--- src/design/cmc_pkg.sv ---
`default_nettype none

package cmc_pkg;

   localparam int DEF_MAX_COLS = 1024;
   localparam int DEF_MAX_ROWS = 1024;

   localparam int CHAN_W    = 8;
   localparam int COORD_W   = 10;
   localparam int CNT_W     = 21;
   localparam int SUM_W     = 30;
   localparam int CSR_W     = 8;
   localparam int NUM_CSR   = 8;
   localparam int CSR_IDX_W = 3;

   // mean of 10-bit coordinates never exceeds 10 bits
   localparam int QUO_W  = COORD_W;
   localparam int STEP_W = $clog2(QUO_W);

   localparam logic [CNT_W-1:0] HIT_CAP = 21'd1048576;

   typedef enum logic [CSR_IDX_W-1:0] {
      CSR_HUE_A_LOW  = 3'd0,
      CSR_HUE_A_HIGH = 3'd1,
      CSR_HUE_B_LOW  = 3'd2,
      CSR_HUE_B_HIGH = 3'd3,
      CSR_SAT_LOW    = 3'd4,
      CSR_SAT_HIGH   = 3'd5,
      CSR_VAL_LOW    = 3'd6,
      CSR_VAL_HIGH   = 3'd7
   } csr_index_type;

   localparam logic [NUM_CSR-1:0][CSR_W-1:0] CSR_RESET = {
      8'd255, 8'd100, 8'd255, 8'd100, 8'd179, 8'd160, 8'd10, 8'd0
   };

   typedef struct packed {
      logic [CHAN_W-1:0]  hue;
      logic [CHAN_W-1:0]  sat;
      logic [CHAN_W-1:0]  val;
      logic [COORD_W-1:0] col;
      logic [COORD_W-1:0] row;
      logic               last_pixel;
   } req_word_type;

   typedef struct packed {
      logic [CNT_W-1:0]   mask_count;
      logic [COORD_W-1:0] center_x;
      logic [COORD_W-1:0] center_y;
   } rsp_word_type;

   typedef enum logic [1:0] {
      ST_ACCUM,
      ST_DIVIDE,
      ST_HOLD
   } cmc_state_type;

   typedef struct packed {
      logic accum;
      logic finish;
      logic div_step;
      logic load_rsp;
   } cmc_cmd_type;

   typedef struct packed {
      logic div_last;
   } cmc_status_type;

endpackage

`default_nettype wire

--- src/design/cmc_datapath.sv ---
`default_nettype none

module cmc_datapath import cmc_pkg::*; #(
   parameter int MAX_COLS = DEF_MAX_COLS,
   parameter int MAX_ROWS = DEF_MAX_ROWS
) (
   input  wire logic           clock,
   input  wire logic           reset,
   input  wire logic           csr_write_en,
   input  wire csr_index_type  csr_index,
   input  wire logic [CSR_W-1:0] csr_wdata,
   input  wire req_word_type   req_data,
   input  wire cmc_cmd_type    cmd,
   output cmc_status_type      status,
   output rsp_word_type        rsp_data
);

   function automatic logic in_range(input logic [CHAN_W-1:0] x,
                                     input logic [CHAN_W-1:0] lo,
                                     input logic [CHAN_W-1:0] hi);
      return (x >= lo) && (x <= hi);
   endfunction

   logic [NUM_CSR-1:0][CSR_W-1:0] csr_ff;

   logic [CNT_W-1:0] hit_cnt_ff, hit_cnt_in;
   logic [SUM_W-1:0] sum_x_ff, sum_x_in;
   logic [SUM_W-1:0] sum_y_ff, sum_y_in;

   logic [SUM_W-1:0]  rem_x_ff, rem_y_ff, dvs_ff;
   logic [QUO_W-1:0]  quo_x_ff, quo_y_ff;
   logic [STEP_W-1:0] step_ff;
   logic [CNT_W-1:0]  cnt_fin_ff;
   rsp_word_type      rsp_data_ff;

   logic hue_ok, hit, take, ge_x, ge_y;

   always_ff @(posedge clock) begin
      if (reset) begin
         csr_ff <= CSR_RESET;
      end else if (csr_write_en) begin
         csr_ff[csr_index] <= csr_wdata;
      end
   end

   always_comb begin
      hue_ok = in_range(req_data.hue, csr_ff[CSR_HUE_A_LOW], csr_ff[CSR_HUE_A_HIGH]) ||
               in_range(req_data.hue, csr_ff[CSR_HUE_B_LOW], csr_ff[CSR_HUE_B_HIGH]);
      hit = hue_ok &&
            in_range(req_data.sat, csr_ff[CSR_SAT_LOW], csr_ff[CSR_SAT_HIGH]) &&
            in_range(req_data.val, csr_ff[CSR_VAL_LOW], csr_ff[CSR_VAL_HIGH]) &&
            (32'(req_data.col) < 32'(MAX_COLS)) &&
            (32'(req_data.row) < 32'(MAX_ROWS));
      take = cmd.accum && hit && (hit_cnt_ff < HIT_CAP);
      hit_cnt_in = hit_cnt_ff + CNT_W'(take);
      sum_x_in = sum_x_ff + (take ? SUM_W'(req_data.col) : '0);
      sum_y_in = sum_y_ff + (take ? SUM_W'(req_data.row) : '0);
      ge_x = rem_x_ff >= dvs_ff;
      ge_y = rem_y_ff >= dvs_ff;
   end

   always_ff @(posedge clock) begin
      if (reset || cmd.finish) begin
         hit_cnt_ff <= '0;
         sum_x_ff   <= '0;
         sum_y_ff   <= '0;
      end else if (cmd.accum) begin
         hit_cnt_ff <= hit_cnt_in;
         sum_x_ff   <= sum_x_in;
         sum_y_ff   <= sum_y_in;
      end
   end

   // restoring divide, one quotient bit per step for both axes
   always_ff @(posedge clock) begin
      if (reset) begin
         step_ff <= '0;
      end else if (cmd.finish) begin
         step_ff <= STEP_W'(QUO_W - 1);
      end else if (cmd.div_step) begin
         step_ff <= step_ff - STEP_W'(1);
      end
   end

   always_ff @(posedge clock) begin
      if (cmd.finish) begin
         rem_x_ff   <= sum_x_in;
         rem_y_ff   <= sum_y_in;
         dvs_ff     <= SUM_W'(hit_cnt_in) << (QUO_W - 1);
         cnt_fin_ff <= hit_cnt_in;
         quo_x_ff   <= '0;
         quo_y_ff   <= '0;
      end else if (cmd.div_step) begin
         rem_x_ff <= ge_x ? rem_x_ff - dvs_ff : rem_x_ff;
         rem_y_ff <= ge_y ? rem_y_ff - dvs_ff : rem_y_ff;
         quo_x_ff <= {quo_x_ff[QUO_W-2:0], ge_x};
         quo_y_ff <= {quo_y_ff[QUO_W-2:0], ge_y};
         dvs_ff   <= dvs_ff >> 1;
      end
   end

   always_ff @(posedge clock) begin
      if (cmd.load_rsp) begin
         rsp_data_ff.mask_count <= cnt_fin_ff;
         rsp_data_ff.center_x   <= (cnt_fin_ff == '0) ? '0 : quo_x_ff;
         rsp_data_ff.center_y   <= (cnt_fin_ff == '0) ? '0 : quo_y_ff;
      end
   end

   assign status.div_last = (step_ff == '0);
   assign rsp_data        = rsp_data_ff;

   a_cap_held: assert property (@(posedge clock) disable iff (reset)
      hit_cnt_ff <= HIT_CAP)
      else $error("hit count above cap");

   a_clear_on_finish: assert property (@(posedge clock) disable iff (reset)
      cmd.finish |=> (hit_cnt_ff == '0) && (sum_x_ff == '0) && (sum_y_ff == '0))
      else $error("accumulators not cleared after frame end");

endmodule

`default_nettype wire

--- src/design/cmc_ctrl.sv ---
`default_nettype none

module cmc_ctrl import cmc_pkg::*; (
   input  wire logic           clock,
   input  wire logic           reset,
   input  wire logic           req_valid,
   input  wire logic           req_last,
   output logic                req_stall,
   output logic                rsp_valid,
   input  wire logic           rsp_stall,
   output cmc_cmd_type         cmd,
   input  wire cmc_status_type status
);

   cmc_state_type state_ff, state_in;
   logic          rsp_valid_ff, rsp_valid_in;

   always_ff @(posedge clock) begin
      if (reset) begin
         state_ff     <= ST_ACCUM;
         rsp_valid_ff <= 1'b0;
      end else begin
         state_ff     <= state_in;
         rsp_valid_ff <= rsp_valid_in;
      end
   end

   always_comb begin
      state_in  = state_ff;
      req_stall = 1'b1;
      cmd       = '0;
      unique case (state_ff)
         ST_ACCUM: begin
            req_stall  = 1'b0;
            cmd.accum  = req_valid;
            cmd.finish = req_valid && req_last;
            if (cmd.finish) begin
               state_in = ST_DIVIDE;
            end
         end
         ST_DIVIDE: begin
            cmd.div_step = 1'b1;
            if (status.div_last) begin
               state_in = ST_HOLD;
            end
         end
         ST_HOLD: begin
            if (!rsp_valid_ff || !rsp_stall) begin
               cmd.load_rsp = 1'b1;
               state_in     = ST_ACCUM;
            end
         end
         default: begin
            state_in = ST_ACCUM;
         end
      endcase
      rsp_valid_in = cmd.load_rsp || (rsp_valid_ff && rsp_stall);
   end

   assign rsp_valid = rsp_valid_ff;

   a_rsp_from_hold: assert property (@(posedge clock) disable iff (reset)
      $rose(rsp_valid_ff) |-> $past(state_ff == ST_HOLD))
      else $error("result word raised outside hold");

   a_div_start: assert property (@(posedge clock) disable iff (reset)
      cmd.finish |=> (state_ff == ST_DIVIDE) && !status.div_last)
      else $error("divider not started after frame end");

   a_div_end: assert property (@(posedge clock) disable iff (reset)
      (state_ff == ST_DIVIDE) && status.div_last |=> state_ff == ST_HOLD)
      else $error("divider did not finish");

endmodule

`default_nettype wire

--- src/design/color_mask_centroid.sv ---
`default_nettype none

// HSV color mask counter and centroid. Pixels are taken one per clock while a
// frame streams in; each pixel whose hue falls in either hue window and whose
// sat and val lie within bounds (and whose position is inside the frame) is
// counted and its column and row summed. When the last pixel is taken the
// input stalls while the shared restoring divider yields one quotient bit
// per cycle for both axes, then while the result moves to the output
// register. The stall lasts longer only while the prior frame's result word
// is still held there. Empty mask gives count 0 and centroid (0,0). The user
// must have registers written via the csr port only when idle; not enforced.

module color_mask_centroid import cmc_pkg::*; #(
   parameter int MAX_COLS = DEF_MAX_COLS,
   parameter int MAX_ROWS = DEF_MAX_ROWS
) (
   input  wire logic             clock,
   input  wire logic             reset,
   input  wire logic             req_valid,
   output logic                  req_stall,
   input  wire req_word_type     req_data,
   output logic                  rsp_valid,
   input  wire logic             rsp_stall,
   output rsp_word_type          rsp_data,
   input  wire logic             csr_write_en,
   input  wire csr_index_type    csr_index,
   input  wire logic [CSR_W-1:0] csr_wdata
);

   cmc_cmd_type    cmd;
   cmc_status_type status;

   cmc_ctrl u_ctrl (
      .clock     (clock),
      .reset     (reset),
      .req_valid (req_valid),
      .req_last  (req_data.last_pixel),
      .req_stall (req_stall),
      .rsp_valid (rsp_valid),
      .rsp_stall (rsp_stall),
      .cmd       (cmd),
      .status    (status)
   );

   cmc_datapath #(
      .MAX_COLS (MAX_COLS),
      .MAX_ROWS (MAX_ROWS)
   ) u_datapath (
      .clock        (clock),
      .reset        (reset),
      .csr_write_en (csr_write_en),
      .csr_index    (csr_index),
      .csr_wdata    (csr_wdata),
      .req_data     (req_data),
      .cmd          (cmd),
      .status       (status),
      .rsp_data     (rsp_data)
   );

endmodule

`default_nettype wire
--- config.mk ---
export PLATFORM = sky130hd
export DESIGN_NAME = color_mask_centroid
export DESIGN_NICKNAME = d
export VERILOG_FILES = /design/src/design/cmc_pkg.sv /design/src/design/cmc_datapath.sv /design/src/design/cmc_ctrl.sv /design/src/design/color_mask_centroid.sv
export SDC_FILE = /design/constraint.sdc
export NUM_CORES = 1
export LEC_CHECK = 0
export BUFFER_PORTS_ARGS = -buffer_cell sky130_fd_sc_hd__buf_2
export CAP_MARGIN = 10
export CORE_MARGIN = 3
export CORE_UTILIZATION = 30
export DETAILED_ROUTE_END_ITERATION = 6
export RECOVER_POWER = 100
export SYNTH_ARGS = -nofsm -noshare
export SYNTH_HDL_FRONTEND = slang
export SYNTH_SLANG_ARGS = --single-unit
--- constraint.sdc ---
create_clock -name clock -period 6.6 [get_ports clock]
set_input_delay 0.99 -clock clock [delete_from_list [all_inputs] [get_ports clock]]
set_output_delay 0.99 -clock clock [all_outputs]
set_load 0.01 [all_outputs]
==> qor.txt, run 1 <==
=====================================================================================
Outcome ................................................................ complete, but fails checks
Violations in the final reports ........................................ max-capacitance violations, max-slew violations
Clock tree from TritonCTS ..............................................         done
Initial antenna violation count ........................................            2
Simple-gate share of the synthesized area ..............................       19.34%
Area of the core region ................................................  0.06205 mm2
First-pass iteration count of the detailed router ......................            5
Share of async-settable or async-resettable flops after synthesis ......           0%
Total setup violations reported at the end of the flow .................            0
Proportion of synthesized chip area in sequential cells ................       41.83%
Hold buffers post-CTS ..................................................            0
Syn. warnings ..........................................................            0
Slowest cell on the critical path ...................................... sky130_fd_sc_hd__clkbuf_1
Achievable frequency ...................................................    179.7 MHz
Remaining antenna violation count after routing ........................            0
Number of nets in the layout ...........................................         2414
Post-synth EDFFs .......................................................          143
DPL Wire Length ........................................................     33960 um
Area contributors post-synth ........................................... sky130_fd_sc_hd__edfxtp_1 23%, sky130_fd_sc_hd__dfxtp_1 19%, sky130_fd_sc_hd__ha_1 9.7%, sky130_fd_sc_hd__nand2_1 5.5%, sky130_fd_sc_hd__a21oi_1 5.0%
Total Neg Setup Slack ..................................................         0 ns
GPL Wtd Cong ...........................................................       0.8905
Critical path endpoint ................................................. u_datapath.rem_x_ff[24]
Placed Cells incl. Taps ................................................         2997
Layout Cell Area excl Fill .............................................  0.02150 mm2
Cell family contributing the most delay on the critical path ........... compound AO/OA/AOI/OAI gates
Area share of the leading cell type in the synthesized netlist .........       22.69%
Final wirelength .......................................................     47230 um
Cells after Synth ......................................................         2143
Largest stage delay on the critical path ...............................      0.68 ns
Synthesized area divided by synthesized cell count .....................    8.833 um2
CTS sink count .........................................................          324
Number of cells upsized or downsized after cts .........................            0
Post-CTS Setup Repair Bufs .............................................            0
Depth of the CTS H-tree ................................................            2
Via count of the first global-routing pass .............................        14880
Die area ...............................................................  0.06614 mm2
Final Instance Count excl. Fillers .....................................         3071
R2R Path Start ......................................................... u_ctrl.state_ff[1]
Clock-pin slew of the registers on the worst-case setup and hold paths .      0.06 ns
Post-synthesis share of cell area spent on xor and xnor gates ..........       8.190%
Largest family of logic cells by synthesized area ...................... simple AND/OR/NAND/NOR gates
Tot Pwr ................................................................     5.860 mW
Max_slew headroom ......................................................      -100.2%
Startpoint of the worst setup timing path .............................. req_data[34]
Post-detailed-route wirelength per cell ................................     15.38 um
Largest fanout on the critical path ....................................           20
Cell at the root of the clock tree ..................................... sky130_fd_sc_hd__clkbuf_16
Starting density of the core ...........................................       30.50%
Setup repair after global routing missed its margin ....................           no
Number of slew-limit violations in the final report ....................          234
CP Buf/Inv Count .......................................................            3
Ports ..................................................................          104
Sum of overflow across all layers after global routing .................            0
Die Span X .............................................................     257.2 um
Buffers from clock root to sink, at most ...............................            3
First-pass GRT wire length .............................................     76530 um
Die span in y ..........................................................     257.2 um
Clock period minus final worst setup slack .............................     5.565 ns
Area growth from synthesis to final layout .............................       13.59%
Endpoint type of the worst setup path ..................................    flip-flop
Power density over cell area ........................................... 272.6 mW/mm2
Clk Latency, worst-skew pair ...........................................      0.56 ns
Critical setup path kind ............................................... input port to flip-flop
Mapped cell area .......................................................  0.01893 mm2
1st-iter DRT viols .....................................................          906
Compound-cell area share of the yosys netlist ..........................       14.78%
Most frequent cell after synthesis ..................................... sky130_fd_sc_hd__nand2_1
Number of cell instances on the worst register-to-register path ........            7
Row cnt ................................................................           91
Layout filler cell count ...............................................         6364
Commonest register cell after synthesis ................................ sky130_fd_sc_hd__dfxtp_1
Proportion of layout cells with a drive suffix above 1 .................       7.028%
Final hold violations ..................................................            0
Critical path arrival ..................................................      5.81 ns
Largest net degree at the start of global routing ......................           94
Cell variety after synth ...............................................           71
Worst Tran Pin Value ...................................................     3.003 ns
Cts bufs inserted ......................................................           40
Leak pwr ...............................................................     8.233 nW
Number of diodes added for antenna fixing ..............................            0
GR Util All Layers .....................................................       14.01%
Via count ..............................................................        15190
Post-layout util .......................................................       34.65%
Remaining routing DRC violations .......................................            0
Post-synthesis sequential element count ................................          324
Synth cell count leaders ............................................... 275 x sky130_fd_sc_hd__nand2_1, 217 x sky130_fd_sc_hd__nor2_1, 190 x sky130_fd_sc_hd__a21oi_1, 181 x sky130_fd_sc_hd__dfxtp_1, 147 x sky130_fd_sc_hd__ha_1
Worst setup skew after layout ..........................................   0.02455 ns
Startpoint class of the critical path ..................................   input port
Number of stages on the worst setup path ...............................           21
Hold WC Path Type ...................................................... flip-flop to flip-flop
Per-cell via count in the routed design ................................        4.946
Ordered cell list for the critical path ................................ buf_2, ha_1, a21oi_1, nor2b_1, o21ai_0, nand2b_1, o22ai_1, o2111ai_1, a2111oi_2, clkbuf_1, and2_1, fa_1, a21oi_1, o21ai_1, a2111oi_0, clkbuf_1, or4_4, or2_1, nor2_1, xnor2_1, o21ai_0
Largest area contributor in the netlist ................................ sky130_fd_sc_hd__edfxtp_1
Area of placed instances ...............................................  0.02025 mm2
Number of I/O port buffers .............................................          103
Register-to-register setup slack .......................................      1.10 ns
Required time worst endpoint ...........................................      6.84 ns
Share of the cycle needed by the critical path after routing ...........       84.32%
Worst ir drop on vdd ...................................................     201.1 uV
Post-Synthesis Net Count ...............................................         2355
Number of maximum-capacitance constraint violations ....................            5
Worst r2r dst .......................................................... u_datapath.hit_cnt_ff[6]
Multiplexer share of the synthesized area ..............................       1.216%
Adder-cell area share of the yosys netlist .............................       10.14%
=====================================================================================
-- sequential cells by signal, indices dropped and copies added, names as in the netlist --
name	flops
u_datapath.rem_x_ff	30
u_datapath.hit_cnt_ff	21
u_datapath.sum_x_ff	30
u_datapath.rsp_data	41
u_ctrl.state_ff	2
u_datapath.cnt_fin_ff	21
u_datapath.rem_y_ff	30
u_datapath.step_ff	4
u_datapath.quo_y_ff	10
u_ctrl.rsp_valid	1
u_datapath.csr_ff	64
u_datapath.quo_x_ff	10
u_datapath.sum_y_ff	30
u_datapath.dvs_ff	30
-- power breakdown --
group	switching, mW	leakage, nW	total [mW]	internal, mW
combinational	0.797	4.75	1.31	0.512
sequential	0.0505	2.81	2.32	2.27
clock	0.867	0.673	2.23	1.36
total	1.71	8.23	5.86	4.15
-- cell families (layout without fill, tap and decap cells) --
family | Yosys count | count (layout)
DFF | 324 | 324
adders and majority gates | 151 | 151
xor gates and xnor gates | 177 | 177
and+or+nand+nor | 789 | 789
AOI/OAI and AO/OA | 458 | 458
muxes | 23 | 23
buffers and inverters | 221 | 312
-- placed cells by master (no fill, tap or decap), drive strengths merged, types with 39 or more instances in the layout --
cell type,Yosys,final
a21oi,190,190
buf,19,65
clkbuf,84,111
dfxtp,181,181
edfxtp,143,143
ha,147,147
inv,118,120
nand2,275,275
nand3,46,46
nor2,217,217
nor2b,39,39
nor3,46,46
o21ai,98,98
xnor2,104,104
xor2,73,73
-- worst register-to-register path, delay by kind of cell (launching register included) --
family / cells / cell delay (ns)
and+or+nand+nor: 5 / 2.70
DFF: 1 / 0.35
buffers and inverters: 2 / 2.31
-- how the worst min path moves through the flow --
| stage | slack [ns] | endpoint | from | cells after the start |
|---|---|---|---|---|
| CTS | 0.45 | u_datapath.rsp_data[28] | u_datapath.cnt_fin_ff[8] | 0 |
| floorplan | 0.42 | u_datapath.rsp_data[28] | u_datapath.cnt_fin_ff[8] | 0 |
| finish | 0.45 | u_datapath.rsp_data[28] | u_datapath.cnt_fin_ff[8] | 0 |
| detailed placement | 0.43 | u_datapath.rsp_data[28] | u_datapath.cnt_fin_ff[8] | 0 |
| global placement | 0.43 | u_datapath.rsp_data[23] | u_datapath.cnt_fin_ff[3] | 0 |
| global route | 0.46 | u_datapath.rsp_data[28] | u_datapath.cnt_fin_ff[8] | 0 |
-- final cells by class --
class                   instances  area, um2  share of cell area, %
clock buffers                  56       1174                  5.459
multi-input cells            1598      10190                  47.39
inverters                     118      445.4                  2.072
clock inverters                18      178.9                 0.8322
flip-flops and latches        324       7918                  36.82
well taps                     837       1047                  4.871
repair buffers                120      549.3                  2.555
-- layer usage --
metal	GRT usage, %	share of wire [%]	up-vias
li1	-	-	7588
met1	18.50	47	7222
met2	23.51	46	313
met3	2.441	4.8	66
met4	3.969	2.1	0
met5	0	0	-
-- per-stage QoR --
stage          hold slack, ns  setup WS (ns)
3_3_place_gp           0.4328         0.8912
2_1_floorplan          0.4169          1.392
4_1_cts                0.4485          1.437
6_report               0.4538          1.035
3_5_place_dp           0.4344         0.8402
5_1_grt                0.4641         0.5447
(Power assumes the default switching activity.)
==> inputs of run 2 (changes only) <==
Clock period 6.6 ns to 5.5 ns, I/O delays scaled along.
==> qor.txt, run 2 (same netlist as run 1, synthesis figures left out) <==
=====================================================================================
First-pass iteration count of the detailed router ......................            5   unchanged
Achievable frequency ...................................................    203.3 MHz
Hold WC Path Type ...................................................... flip-flop to flip-flop
CTS sink count .........................................................          324   unchanged
Most common cell after layout, fill and taps aside ..................... sky130_fd_sc_hd__nand2_1
Setup repair after global routing missed its margin ....................           no
Global routing usage on met2 ...........................................       23.23%   -0.28 points
Row cnt ................................................................           91   unchanged
Worst r2r dst .......................................................... u_datapath.dvs_ff[16]
Max_slew headroom ......................................................      -114.6%   -14 points
Post-CTS Setup Repair Bufs .............................................            0   unchanged
GRT busiest layer ......................................................         met2
Cell at the root of the clock tree ..................................... sky130_fd_sc_hd__clkbuf_16
Cts bufs inserted ......................................................           39   -2.5%
R2R Path Start ......................................................... u_ctrl.state_ff[1]
Layout filler cell count ...............................................         6363   -0.016%
Worst setup skew after layout ..........................................   0.02886 ns   +0.004312 ns
Die area ...............................................................  0.06614 mm2   unchanged
Seq. cell area ......................................................... 0.007918 mm2   unchanged
Via count ..............................................................        15120   -0.43%
Via count of the first global-routing pass .............................        15010   +0.86%
Startpoint class of the critical path ..................................   input port
Per-cell via count in the routed design ................................        4.914   -0.65%
Total Neg Setup Slack ..................................................         0 ns   unchanged
Number of slew-limit violations in the final report ....................          327   +40%
Number of cells upsized or downsized after cts .........................            0   unchanged
Proportion of layout cells with a drive suffix above 1 .................       7.366%   +0.34 points
Worst-case setup margin in the final layout ............................    0.5809 ns   -0.4537 ns
Largest stage delay on the critical path ...............................      0.55 ns   -0.13 ns
Number of nets in the layout ...........................................         2421   +0.29%
Remaining antenna violation count after routing ........................            0   unchanged
Critical setup path kind ............................................... input port to flip-flop
1st-iter DRT viols .....................................................          801   -12%
Sum of overflow across all layers after global routing .................            0   unchanged
GR Util All Layers .....................................................       14.08%   +0.072 points
Starting density of the core ...........................................       30.50%   unchanged
Worst ir drop on vdd ...................................................     181.9 uV   -9.5%
Multi-input gate area in the final layout ..............................  0.01018 mm2   about the same
Ordered cell list for the critical path ................................ buf_2, ha_1, nor2b_1, o21a_1, o21ai_0, a21oi_1, o22ai_1, o2111ai_1, a2111oi_2, buf_4, and2_0, fa_1, a21oi_1, o21ai_1, a2111oi_0, buf_4, or4_4, or2_1, buf_4, or3_1, a21oi_1
Clock-pin slew of the registers on the worst-case setup and hold paths .      0.06 ns   about the same
DPL Wire Length ........................................................     34200 um   +0.71%
Clock tree from TritonCTS ..............................................         done
Clk Latency, worst-skew pair ...........................................      0.56 ns   about the same
Area of the core region ................................................  0.06205 mm2   unchanged
First-pass GRT wire length .............................................     76770 um   +0.32%
Ports ..................................................................          104   unchanged
Setup Slack @ Placement ................................................   0.01251 ns   -0.8277 ns
GPL Wtd Cong ...........................................................       0.8935   +0.34%
Post-detailed-route wirelength per cell ................................     15.43 um   +0.31%
Flip-flop count of the largest register after layout ...................           64   unchanged
Power density over cell area ........................................... 331.5 mW/mm2   +22%
Startpoint of the worst setup timing path .............................. req_data[30]
Biggest register ....................................................... u_datapath.csr_ff
Slowest cell on the critical path ...................................... sky130_fd_sc_hd__or4_4
Final wirelength .......................................................     47490 um   +0.54%
Remaining routing DRC violations .......................................            0   unchanged
Area growth from synthesis to final layout .............................       14.15%
Die Span X .............................................................     257.2 um   unchanged
Die span in y ..........................................................     257.2 um   unchanged
Endpoint type of the worst setup path ..................................    flip-flop
Hold buffers post-CTS ..................................................            0   unchanged
Initial antenna violation count ........................................            2   unchanged
Worst Tran Pin Value ...................................................     3.219 ns   +0.2162 ns
Number of maximum-capacitance constraint violations ....................            5   unchanged
Critical path arrival ..................................................      5.36 ns   -0.45 ns
Register-to-register setup slack .......................................      0.60 ns   -0.50 ns
Total setup violations reported at the end of the flow .................            0   unchanged
Share of the cycle needed by the critical path after routing ...........       89.44%
Required time worst endpoint ...........................................      5.94 ns   -0.90 ns
Leak pwr ...............................................................     8.276 nW   +0.53%
Met1 routing resource usage after global routing .......................       18.27%   -0.23 points
Violations in the final reports ........................................ max-capacitance violations, max-slew violations
Outcome ................................................................ complete, but fails checks
Met3 usage .............................................................       2.933%   +0.49 points
Largest net degree at the start of global routing ......................           99   +5.3%
Largest fanout on the critical path ....................................           20   unchanged
Critical path endpoint ................................................. u_datapath.sum_x_ff[22]
Depth of the CTS H-tree ................................................            2   unchanged
Clock period minus final worst setup slack .............................     4.919 ns
Number of I/O port buffers .............................................          103   unchanged
Commonest non-fill, non-tap cells in the layout ........................ 274 x sky130_fd_sc_hd__nand2_1, 217 x sky130_fd_sc_hd__nor2_1, 189 x sky130_fd_sc_hd__a21oi_1
Buffers from clock root to sink, at most ...............................            3   unchanged
Final hold violations ..................................................            0   unchanged
Number of cell instances on the worst register-to-register path ........            8   +1
=====================================================================================
run 2: cell types whose count changed in the layout (fill, tap and decap cells not counted), sizes merged:
cell	previous run	this run
bufinv	3	7
inv	120	121
buf	65	74
clkbuf	111	102
clkinvlp	1	4
clkinv	12	10
diode	0	1
run 2: worst min-delay path by stage:
stage | end | slack (ns) | startpoint | cells past startpoint
after floorplan | u_datapath.rsp_data[28] | 0.42 | u_datapath.cnt_fin_ff[8] | 0
after global placement | u_datapath.rsp_data[28] | 0.43 | u_datapath.cnt_fin_ff[8] | 0
after CTS | u_datapath.quo_y_ff[9] | 0.45 | u_datapath.quo_y_ff[9] | 2
after global routing | u_datapath.rsp_data[28] | 0.46 | u_datapath.cnt_fin_ff[8] | 0
after detailed placement | u_datapath.rsp_data[28] | 0.44 | u_datapath.cnt_fin_ff[8] | 0
final | u_datapath.rsp_data[28] | 0.45 | u_datapath.cnt_fin_ff[8] | 0
run 2: layout make-up:
class	count	area share [%]
Tap cell	837	4.847
Inverter	118	2.050
Sequential cell	324	36.64
Antenna cell	1	0.01158
Clock buffer	48	4.957
Multi-Input combinational cell	1598	47.13
Clock inverter	24	1.535
Timing Repair Buffer	128	2.826
run 2: critical path: cells and delay by family:
family          cells  cell delay, ns
simple gates        5            1.50
fa+ha+maj           2            0.55
compound gates     10            1.69
buf+inv             4            0.77
run 2: routing by layer:
| metal | vias up | part of all wire (%) |
|---|---|---|
| met2 | 362 | 46 |
| met4 | 0 | 2.9 |
| met3 | 81 | 5.6 |
| li1 | 7613 | - |
| met1 | 7068 | 46 |
| met5 | - | 0 |
run 2: metrics by stage:
stage	util, %	cell area, um2	cells	hold WS [ns]	power, mW
after floorplan	-	18930	2143	0.4169	4.005
after global placement	32.74	20310	3005	0.4330	4.372
after detailed placement	32.74	20310	3005	0.4364	4.401
after CTS	35.00	21720	3077	0.4511	7.251
after global routing	34.82	21610	3078	0.4633	7.551
final	34.82	21610	3078	0.4510	7.164
run 2: where the power goes:
part	internal, mW	switching, mW	total [mW]
Sequential	2.73	0.0629	2.79
Clock	1.73	1.08	2.81
Combinational	0.614	0.953	1.57
Total	5.07	2.09	7.16
